`config.mk`:
```
export PLATFORM = sky130hd
export DESIGN_NAME = fifo_queue_with_delete_by_value
export DESIGN_NICKNAME = d
export VERILOG_FILES = /design/src/hdl/fqd_pkg.sv /design/src/hdl/fifo_queue_with_delete_by_value.sv /design/src/hdl/fqd_ram.sv /design/src/hdl/fqd_ctrl.sv
export VERILOG_INCLUDE_DIRS = /design/src /design/src/hdl
export SDC_FILE = /design/constraint.sdc
export NUM_CORES = 1
export LEC_CHECK = 0
export ABC_AREA = 1
export BUFFER_PORTS_ARGS = -buffer_cell sky130_fd_sc_hd__buf_2
export CAP_MARGIN = 10
export CELL_PAD_IN_SITES_DETAIL_PLACEMENT = 1
export CELL_PAD_IN_SITES_GLOBAL_PLACEMENT = 2
export CORE_MARGIN = 2
export CORE_UTILIZATION = 45
export CTS_BUF_LIST = sky130_fd_sc_hd__clkbuf_8
export DETAILED_ROUTE_END_ITERATION = 10
export PLACE_DENSITY_LB_ADDON = 0.1
export SETUP_SLACK_MARGIN = 0.1
export SLEW_MARGIN = 20
export SYNTH_ARGS = -nofsm -noshare
export SYNTH_HDL_FRONTEND = slang
export SYNTH_SLANG_ARGS = --single-unit
```
`constraint.sdc`:
```
create_clock -name i_clk -period 5.5 [get_ports i_clk]
set_clock_uncertainty 0.1 [all_clocks]
set_input_delay 0.825 -clock i_clk [delete_from_list [all_inputs] [get_ports i_clk]]
set_output_delay 0.825 -clock i_clk [all_outputs]
set_load 0.01 [all_outputs]
```
`src/hdl/fifo_queue_with_delete_by_value_defines.svh`:
```
// ----------------------------------------------------------------------------
// fifo queue with delete by value: assertion macros
// Clocked assertion wrappers, empty when SYNTHESIS is defined.
// ----------------------------------------------------------------------------
`ifndef FIFO_QUEUE_WITH_DELETE_BY_VALUE_DEFINES_SVH
`define FIFO_QUEUE_WITH_DELETE_BY_VALUE_DEFINES_SVH

`ifndef SYNTHESIS

// assertion with reset disable
`define FQD_ASSERT(lbl, clk, rst_n, prop) \
    lbl: assert property (@(posedge clk) disable iff (!rst_n) prop) \
        else $error("fqd assertion failed");

// assertion without reset disable
`define FQD_ASSERT_ALWAYS(lbl, clk, prop) \
    lbl: assert property (@(posedge clk) prop) \
        else $error("fqd assertion failed");

`else

`define FQD_ASSERT(lbl, clk, rst_n, prop)
`define FQD_ASSERT_ALWAYS(lbl, clk, prop)

`endif

`endif

```
`src/hdl/fqd_pkg.sv`:
```
// ----------------------------------------------------------------------------
// fqd_pkg
// Shared types and constants of the fifo queue with delete by value.
// ----------------------------------------------------------------------------
`timescale 1ns / 1ps
`default_nettype none

package fqd_pkg;

    // default capacity of the queue
    localparam int QUEUE_DEPTH_DEF = 16;

    // fixed field widths
    localparam int VAL_W = 32;
    localparam int OCC_W = 5;

    // operation codes
    typedef enum logic [1:0] {
        OP_ENQUEUE = 2'd0,
        OP_DEQUEUE = 2'd1,
        OP_DELETE  = 2'd2
    } t_op;

    // status codes
    typedef enum logic [1:0] {
        ST_OK        = 2'd0,
        ST_EMPTY     = 2'd1,
        ST_NOT_FOUND = 2'd2,
        ST_FULL      = 2'd3
    } t_status;

    // sequencer states
    typedef enum logic [1:0] {
        S_IDLE  = 2'd0,
        S_DEQ   = 2'd1,
        S_SCAN  = 2'd2,
        S_SHIFT = 2'd3
    } t_state;

    // completion of one word, sequencer to output stage
    typedef struct packed {
        logic             valid;
        t_status          status;
        logic             take_rd;
        logic [OCC_W-1:0] occ;
    } t_done;

endpackage

`default_nettype wire

```
`src/hdl/fifo_queue_with_delete_by_value.sv`:
```
// ----------------------------------------------------------------------------
// fifo_queue_with_delete_by_value
// Fifo of signed words with dequeue at the head, enqueue at the tail and
// removal of the first entry that equals a given word.
// ----------------------------------------------------------------------------
// Issue a word by holding start high while busy is low; it is taken at that
// edge. Every word gives exactly one result, shown for a single cycle with
// o_done high; it cannot be held off, so sample it when o_done is seen. The
// result is registered and appears in the cycle after the last working cycle.
// Enqueue, a refused enqueue, an operation on an empty queue and the unused
// code complete in the cycle they are issued and busy stays low. Dequeue
// passes through S_DEQ. Delete walks every entry whether or not a match is
// found: the entry store has a single read port, so the search and the
// compaction of the entries behind the match walk it one entry per cycle.
`timescale 1ns / 1ps
`default_nettype none
`include "fifo_queue_with_delete_by_value_defines.svh"

module fifo_queue_with_delete_by_value #(
    parameter int QUEUE_DEPTH = fqd_pkg::QUEUE_DEPTH_DEF
) (
    input  wire logic                              i_clk,
    input  wire logic                              i_rst_n,
    input  wire logic                              start,
    output logic                                   busy,
    input  wire logic [1:0]                        i_operation,
    input  wire logic signed [fqd_pkg::VAL_W-1:0]  i_value,
    output logic                                   o_done,
    output logic signed [fqd_pkg::VAL_W-1:0]       o_result_value,
    output logic [1:0]                             o_status,
    output logic [fqd_pkg::OCC_W-1:0]              o_occupancy
);
    import fqd_pkg::*;

    localparam int AW = $clog2(QUEUE_DEPTH);

    logic             w_we;
    logic [AW-1:0]    w_waddr;
    logic [VAL_W-1:0] w_wdata;
    logic [AW-1:0]    w_raddr;
    logic [VAL_W-1:0] w_rdata;
    t_done            w_done;

    logic             r_done;
    logic [VAL_W-1:0] r_result, n_result;
    t_status          r_status;
    logic [OCC_W-1:0] r_occ;

    // sequencer
    fqd_ctrl #(
        .QUEUE_DEPTH (QUEUE_DEPTH)
    ) u_ctrl (
        .i_clk       (i_clk),
        .i_rst_n     (i_rst_n),
        .start       (start),
        .busy        (busy),
        .i_operation (i_operation),
        .i_value     (i_value),
        .i_rdata     (w_rdata),
        .o_we        (w_we),
        .o_waddr     (w_waddr),
        .o_wdata     (w_wdata),
        .o_raddr     (w_raddr),
        .o_done      (w_done)
    );

    // entry store
    fqd_ram #(
        .QUEUE_DEPTH (QUEUE_DEPTH)
    ) u_ram (
        .i_clk   (i_clk),
        .i_we    (w_we),
        .i_waddr (w_waddr),
        .i_wdata (w_wdata),
        .i_raddr (w_raddr),
        .o_rdata (w_rdata)
    );

    // removed word only on a dequeue
    assign n_result = w_done.take_rd ? w_rdata : '0;

    // result strobe
    always_ff @(posedge i_clk) begin
        if (!i_rst_n) begin
            r_done <= 1'b0;
        end else begin
            r_done <= w_done.valid;
        end
    end

    // result word
    always_ff @(posedge i_clk) begin
        if (w_done.valid) begin
            r_result <= n_result;
            r_status <= w_done.status;
            r_occ    <= w_done.occ;
        end
    end

    assign o_done         = r_done;
    assign o_result_value = r_result;
    assign o_status       = r_status;
    assign o_occupancy    = r_occ;

    // checks
    `FQD_ASSERT(a_full_at_depth, i_clk, i_rst_n, o_done && (o_status == ST_FULL) |-> (o_occupancy == OCC_W'(QUEUE_DEPTH)))
    `FQD_ASSERT(a_empty_zero, i_clk, i_rst_n, o_done && (o_status == ST_EMPTY) |-> (o_occupancy == '0))
    `FQD_ASSERT(a_write_in_work, i_clk, i_rst_n, w_we |-> (start || busy))
    `FQD_ASSERT(a_idle_after_done, i_clk, i_rst_n, w_done.valid |=> !busy)

endmodule

`default_nettype wire

```
`src/hdl/fqd_ram.sv`:
```
// ----------------------------------------------------------------------------
// fqd_ram
// Entry store: one write port, one read port, registered read data.
// ----------------------------------------------------------------------------
`timescale 1ns / 1ps
`default_nettype none

module fqd_ram #(
    parameter int QUEUE_DEPTH = fqd_pkg::QUEUE_DEPTH_DEF
) (
    input  wire logic                                   i_clk,
    input  wire logic                                   i_we,
    input  wire logic [$clog2(QUEUE_DEPTH)-1:0]         i_waddr,
    input  wire logic [fqd_pkg::VAL_W-1:0]              i_wdata,
    input  wire logic [$clog2(QUEUE_DEPTH)-1:0]         i_raddr,
    output logic      [fqd_pkg::VAL_W-1:0]              o_rdata
);
    import fqd_pkg::*;

    logic [VAL_W-1:0] r_mem [QUEUE_DEPTH];

    // write port
    always_ff @(posedge i_clk) begin
        if (i_we) begin
            r_mem[i_waddr] <= i_wdata;
        end
    end

    // read port, registered read data
    always_ff @(posedge i_clk) begin
        o_rdata <= r_mem[i_raddr];
    end

endmodule

`default_nettype wire

```
`src/hdl/fqd_ctrl.sv`:
```
// ----------------------------------------------------------------------------
// fqd_ctrl
// Sequencer: circular head pointer and count, search and compaction walks.
// ----------------------------------------------------------------------------
`timescale 1ns / 1ps
`default_nettype none

module fqd_ctrl #(
    parameter int QUEUE_DEPTH = fqd_pkg::QUEUE_DEPTH_DEF
) (
    input  wire logic                                   i_clk,
    input  wire logic                                   i_rst_n,
    input  wire logic                                   start,
    output logic                                        busy,
    input  wire logic [1:0]                             i_operation,
    input  wire logic [fqd_pkg::VAL_W-1:0]              i_value,
    input  wire logic [fqd_pkg::VAL_W-1:0]              i_rdata,
    output logic                                        o_we,
    output logic      [$clog2(QUEUE_DEPTH)-1:0]         o_waddr,
    output logic      [fqd_pkg::VAL_W-1:0]              o_wdata,
    output logic      [$clog2(QUEUE_DEPTH)-1:0]         o_raddr,
    output fqd_pkg::t_done                              o_done
);
    import fqd_pkg::*;

    localparam int AW = $clog2(QUEUE_DEPTH);
    localparam int CW = $clog2(QUEUE_DEPTH + 1);

    t_state          r_state, n_state;
    logic [AW-1:0]   r_head,  n_head;
    logic [CW-1:0]   r_count, n_count;
    logic [AW-1:0]   r_idx,   n_idx;
    logic [VAL_W-1:0] r_val,  n_val;

    logic [CW-1:0]   w_idx_inc;
    logic [AW-1:0]   w_head_inc;
    logic            w_match;
    logic            w_last;
    logic            w_empty;
    logic            w_full;
    t_op             w_op;

    // logical position to memory address, one compare and subtract
    function automatic logic [AW-1:0] f_phys(input logic [AW-1:0] head,
                                             input logic [CW-1:0] lidx);
        logic [CW:0] sum;
        sum = (CW+1)'(head) + (CW+1)'(lidx);
        if (sum >= (CW+1)'(QUEUE_DEPTH)) begin
            sum = sum - (CW+1)'(QUEUE_DEPTH);
        end
        return sum[AW-1:0];
    endfunction

    // shared conditions
    assign w_op       = t_op'(i_operation);
    assign w_idx_inc  = CW'(r_idx) + 1'b1;
    assign w_head_inc = (r_head == AW'(QUEUE_DEPTH - 1)) ? '0 : r_head + 1'b1;
    assign w_match    = (i_rdata == r_val);
    assign w_last     = (w_idx_inc == r_count);
    assign w_empty    = (r_count == '0);
    assign w_full     = (r_count == CW'(QUEUE_DEPTH));
    assign busy       = (r_state != S_IDLE);

    // next state
    always_comb begin
        n_state = r_state;
        unique case (r_state)
            S_IDLE: begin
                if (start) begin
                    case (w_op)
                        OP_DEQUEUE: if (!w_empty) n_state = S_DEQ;
                        OP_DELETE:  if (!w_empty) n_state = S_SCAN;
                        default:    n_state = S_IDLE;
                    endcase
                end
            end
            S_DEQ: n_state = S_IDLE;
            S_SCAN: begin
                if (w_last) begin
                    n_state = S_IDLE;
                end else if (w_match) begin
                    n_state = S_SHIFT;
                end
            end
            S_SHIFT: begin
                if (w_last) begin
                    n_state = S_IDLE;
                end
            end
            default: n_state = S_IDLE;
        endcase
    end

    // datapath and memory control
    always_comb begin
        n_head         = r_head;
        n_count        = r_count;
        n_idx          = r_idx;
        n_val          = r_val;
        o_we           = 1'b0;
        o_waddr        = f_phys(r_head, r_count);
        o_wdata        = i_value;
        o_raddr        = r_head;
        o_done         = '0;
        o_done.status  = ST_OK;
        unique case (r_state)
            S_IDLE: begin
                if (start) begin
                    case (w_op)
                        OP_ENQUEUE: begin
                            o_done.valid = 1'b1;
                            if (w_full) begin
                                o_done.status = ST_FULL;
                            end else begin
                                o_we    = 1'b1;
                                n_count = r_count + 1'b1;
                            end
                        end
                        OP_DEQUEUE: begin
                            if (w_empty) begin
                                o_done.valid  = 1'b1;
                                o_done.status = ST_EMPTY;
                            end
                        end
                        OP_DELETE: begin
                            if (w_empty) begin
                                o_done.valid  = 1'b1;
                                o_done.status = ST_EMPTY;
                            end else begin
                                n_val = i_value;
                                n_idx = '0;
                            end
                        end
                        default: o_done.valid = 1'b1;
                    endcase
                end
            end
            // head word is on the read port
            S_DEQ: begin
                o_done.valid   = 1'b1;
                o_done.take_rd = 1'b1;
                n_head         = w_head_inc;
                n_count        = r_count - 1'b1;
            end
            // compare one entry a cycle, fetch the next one ahead
            S_SCAN: begin
                o_raddr = f_phys(r_head, w_idx_inc);
                if (w_match && w_last) begin
                    o_done.valid = 1'b1;
                    n_count      = r_count - 1'b1;
                end else if (w_last) begin
                    o_done.valid  = 1'b1;
                    o_done.status = ST_NOT_FOUND;
                end else begin
                    n_idx = w_idx_inc[AW-1:0];
                end
            end
            // move each later entry up by one place
            S_SHIFT: begin
                o_we    = 1'b1;
                o_waddr = f_phys(r_head, CW'(r_idx) - 1'b1);
                o_wdata = i_rdata;
                o_raddr = f_phys(r_head, w_idx_inc);
                if (w_last) begin
                    o_done.valid = 1'b1;
                    n_count      = r_count - 1'b1;
                end else begin
                    n_idx = w_idx_inc[AW-1:0];
                end
            end
            default: ;
        endcase
        o_done.occ = OCC_W'(n_count);
    end

    // control registers
    always_ff @(posedge i_clk) begin
        if (!i_rst_n) begin
            r_state <= S_IDLE;
            r_head  <= '0;
            r_count <= '0;
        end else begin
            r_state <= n_state;
            r_head  <= n_head;
            r_count <= n_count;
        end
    end

    // search registers
    always_ff @(posedge i_clk) begin
        r_idx <= n_idx;
        r_val <= n_val;
    end

endmodule

`default_nettype wire

```
==> flow_metrics.py <==
metrics = {
    "run_status": {
        "outcome": "complete, no violations",
    },
    "layout": {
        "fin_util_pct": 50.93,
        "final_cell_mix": "edfxtp_1, nand2_1, o21ai_0",
        "multi_input_area_um2": 6420,
        "drive_above_1_share_pct": 12.93,
        "fin_nets": 2366,
        "mostFrequentLayoutCell": "edfxtp_1",
        "nFillCells": 6000,
        "area_growth_syn_to_layout_pct": 12.49,
        "regArea_um2": 18510,
    },
    "global_routing": {
        "antenna_found_initial": 1,
        "grt_pass1_vias": 17940,
        "grt_first_pass_wirelength_mm": 113.6,
        "grt_max_degree": 164,
        "grt.total_usage_pct": 25.49,
        "overflow": 0,
    },
    "clocking": {
        "ctsHoldBuffers": 0,
        "clk_latency_ns": 0.70,
        "cts.sink_count": 631,
        "cts_buffers": 105,
        "cts_tree": "done",
        "cts_setup_buffers": 0,
        "clk_path_buf_depth": 3,
        "cts_root_buf": "clkbuf_8",
        "cts_resized": 0,
        "h-tree-depth": 3,
        "clk_pin_slew_ns": 0.06,
    },
    "floorplan": {
        "io-pin-count": 78,
        "start_util_pct": 45.28,
        "die_h_um": 244.3,
        "design.die.area_um2": 59660,
        "fp.coreArea_um2": 57370,
        "die_w_um": 244.3,
        "rows": 88,
    },
    "placement": {
        "dp_hpwl_mm": 45.96,
        "io_buffers": 77,
        "gp_congestion": 0.8017,
    },
    "critical_path": {
        "crit_required_ns": 5.78,
        "path_max_fanout": 22,
        "startpoint_type": "flip-flop",
        "path_class": "flip-flop to flip-flop",
        "crit_arrival_ns": 4.53,
        "worstSetupEndpointType": "flip-flop",
    },
    "sta": {
        "tns_ns": 0,
        "drv_slew": 0,
        "finalSetupViolCount": 0,
        "rsz0062_at_grt": "false",
        "fin_crit_ns": 4.251,
        "fin_crit_sh_pct": 77.30,
        "fmax_mhz": 235.2,
        "hold_viol": 0,
        "relSlewSlack_pct": 29.20,
        "worst_slew_pin_slew_ns": 1.060,
    },
    "drt": {
        "wirelength_mm": 75.11,
        "viasPerCell": 5.521,
        "wl_met1_mm": 35.14,
        "dr.pass1.iters": 7,
        "avgRoutedWirePerCell_um": 23.79,
        "vias": 17430,
        "ant_nets": 0,
        "drt_drc_violations_left": 0,
        "wl_met3_mm": 4.657,
        "highest_layer": "met4",
        "drt_iter0_markers": 1449,
        "wl_met2_mm": 34.17,
    },
    "yosys": {
        "synth_top_family_by_area": "compound AO/OA/AOI/OAI gates",
        "ys_seq_area_share_pct": 71.25,
        "synth_mux_area_share_pct": 0,
        "synth_cell_types": 40,
        "synth_nets": 2245,
        "synthArstFlopShare_pct": 0,
        "ys_ff_latch": 631,
        "yosys_warnings": 0,
        "synthCells": 2186,
        "synth_compound_area_share_pct": 11.73,
        "yosys.area_share.simple_pct": 10.66,
        "synth_flop_cell": "edfxtp_1",
        "syn_area_um2": 25970,
        "synthAdderAreaFrac_pct": 1.118,
        "synth.avg_cell_area_um2": 11.88,
        "synth-edff-count": 587,
        "synthXorXnorAreaFrac_pct": 0.6118,
    },
    "worst_hold_path": {
        "hold_class": "primary input to flip-flop",
    },
    "power": {
        "ir_drop_mv": 0.3944,
        "power_leakage_nw": 10.69,
        "powerDensity_nw_per_um2": 525.7,
    },
    "run": {
        "maxCapViolations": 0,
    },
}
==> report_power, final <==
part,internal [W],total (W),switching [W]
logic,0.00133,0.00535,0.00402
registers,0.00588,0.00618,0.000291
clock network,0.00195,0.00383,0.00188
==> layout make-up <==
cell class / count / share of cell area, %
clock inverters: 74 / 1.131
diodes: 3 / 0.02569
clock buffers: 115 / 5.417
well taps: 765 / 3.276
multi-input cells: 1300 / 21.97
flip-flops and latches: 631 / 63.34
inverters: 137 / 1.777
repair buffers: 132 / 3.058
==> registers in the layout, summed over array words and instances (netlist names) <==
name            flops
o_done              1
u_ctrl.r_count      5
o_result_value     32
u_ctrl.r_state      2
o_status            2
o_occupancy         5
u_ram.o_rdata      32
u_ctrl.r_head       4
u_ctrl.r_idx        4
u_ctrl.r_val       32
u_ram.r_mem       512
==> final timing paths <==
kind / startpoint / end / slack [ns] / cells past startpoint
worst max register to register: u_ctrl.r_state[1] / u_ram.r_mem[1][19] / 1.25 / 11
worst max-delay path: u_ctrl.r_state[1] / u_ram.r_mem[1][19] / 1.25 / 11
worst min register to register: u_ram.o_rdata[18] / o_result_value[18] / 0.44 / 2
worst min-delay path: i_value[23] / u_ctrl.r_val[23] / 0.22 / 1
==> metrics by stage <==
stage                     total power [W]  area [µm²]  hold WS, ns  worst slack, ns  cells
final                             0.01536       29220       0.2191            1.249   3157
after floorplan                  0.009481       25970       0.4105            1.291   2186
after global placement            0.01149       27270       0.4263            1.332   2964
after global routing              0.01627       29210       0.1909            1.002   3155
after detailed placement          0.01162       27290       0.4328            1.208   2965
after CTS                         0.01546       29210       0.1640            1.216   3154
==> Yosys cell counts, types with 20 or more instances <==
library cell	n	area, µm²
a21oi_1	106	530.5
buf_2	37	185.2
buf_4	21	157.7
clkbuf_1	40	150.1
dfxtp_1	44	880.8
edfxtp_1	587	17630
ha_1	20	250.2
inv_1	129	484.2
nand2_1	411	1543
nand3_1	29	145.1
nor2_1	249	934.7
o21ai_0	329	1647
o21ai_1	45	225.2
o221ai_1	59	516.8
==> cells by family after synthesis <==
family | Yosys count
buffers and inverters | 255
DFF | 631
and+or+nand+nor | 712
xor gates and xnor gates | 16
adders and majority gates | 22
AOI/OAI and AO/OA | 550
==> critical path: stages (launching register included) <==
cell     delay [ns]
dfxtp_1        0.36
ha_1           0.33
buf_4          0.30
inv_2          0.13
o21ai_0        0.19
ha_1           0.20
inv_1          0.06
fa_1           0.40
xor2_1         0.39
nand2_1        0.35
nor2_4         0.76
buf_4          0.34
==> per-layer routing <==
| metal | vias to the layer above | global-route usage [%] |
|---|---|---|
| met3 | 87 | 4.489 |
| met4 | 0 | 6.187 |
| met2 | 517 | 38.75 |
| met5 | - | 0 |
| li1 | 7987 | - |
| met1 | 8840 | 38.16 |
No activity file was read; power rests on OpenSTA's default activity.
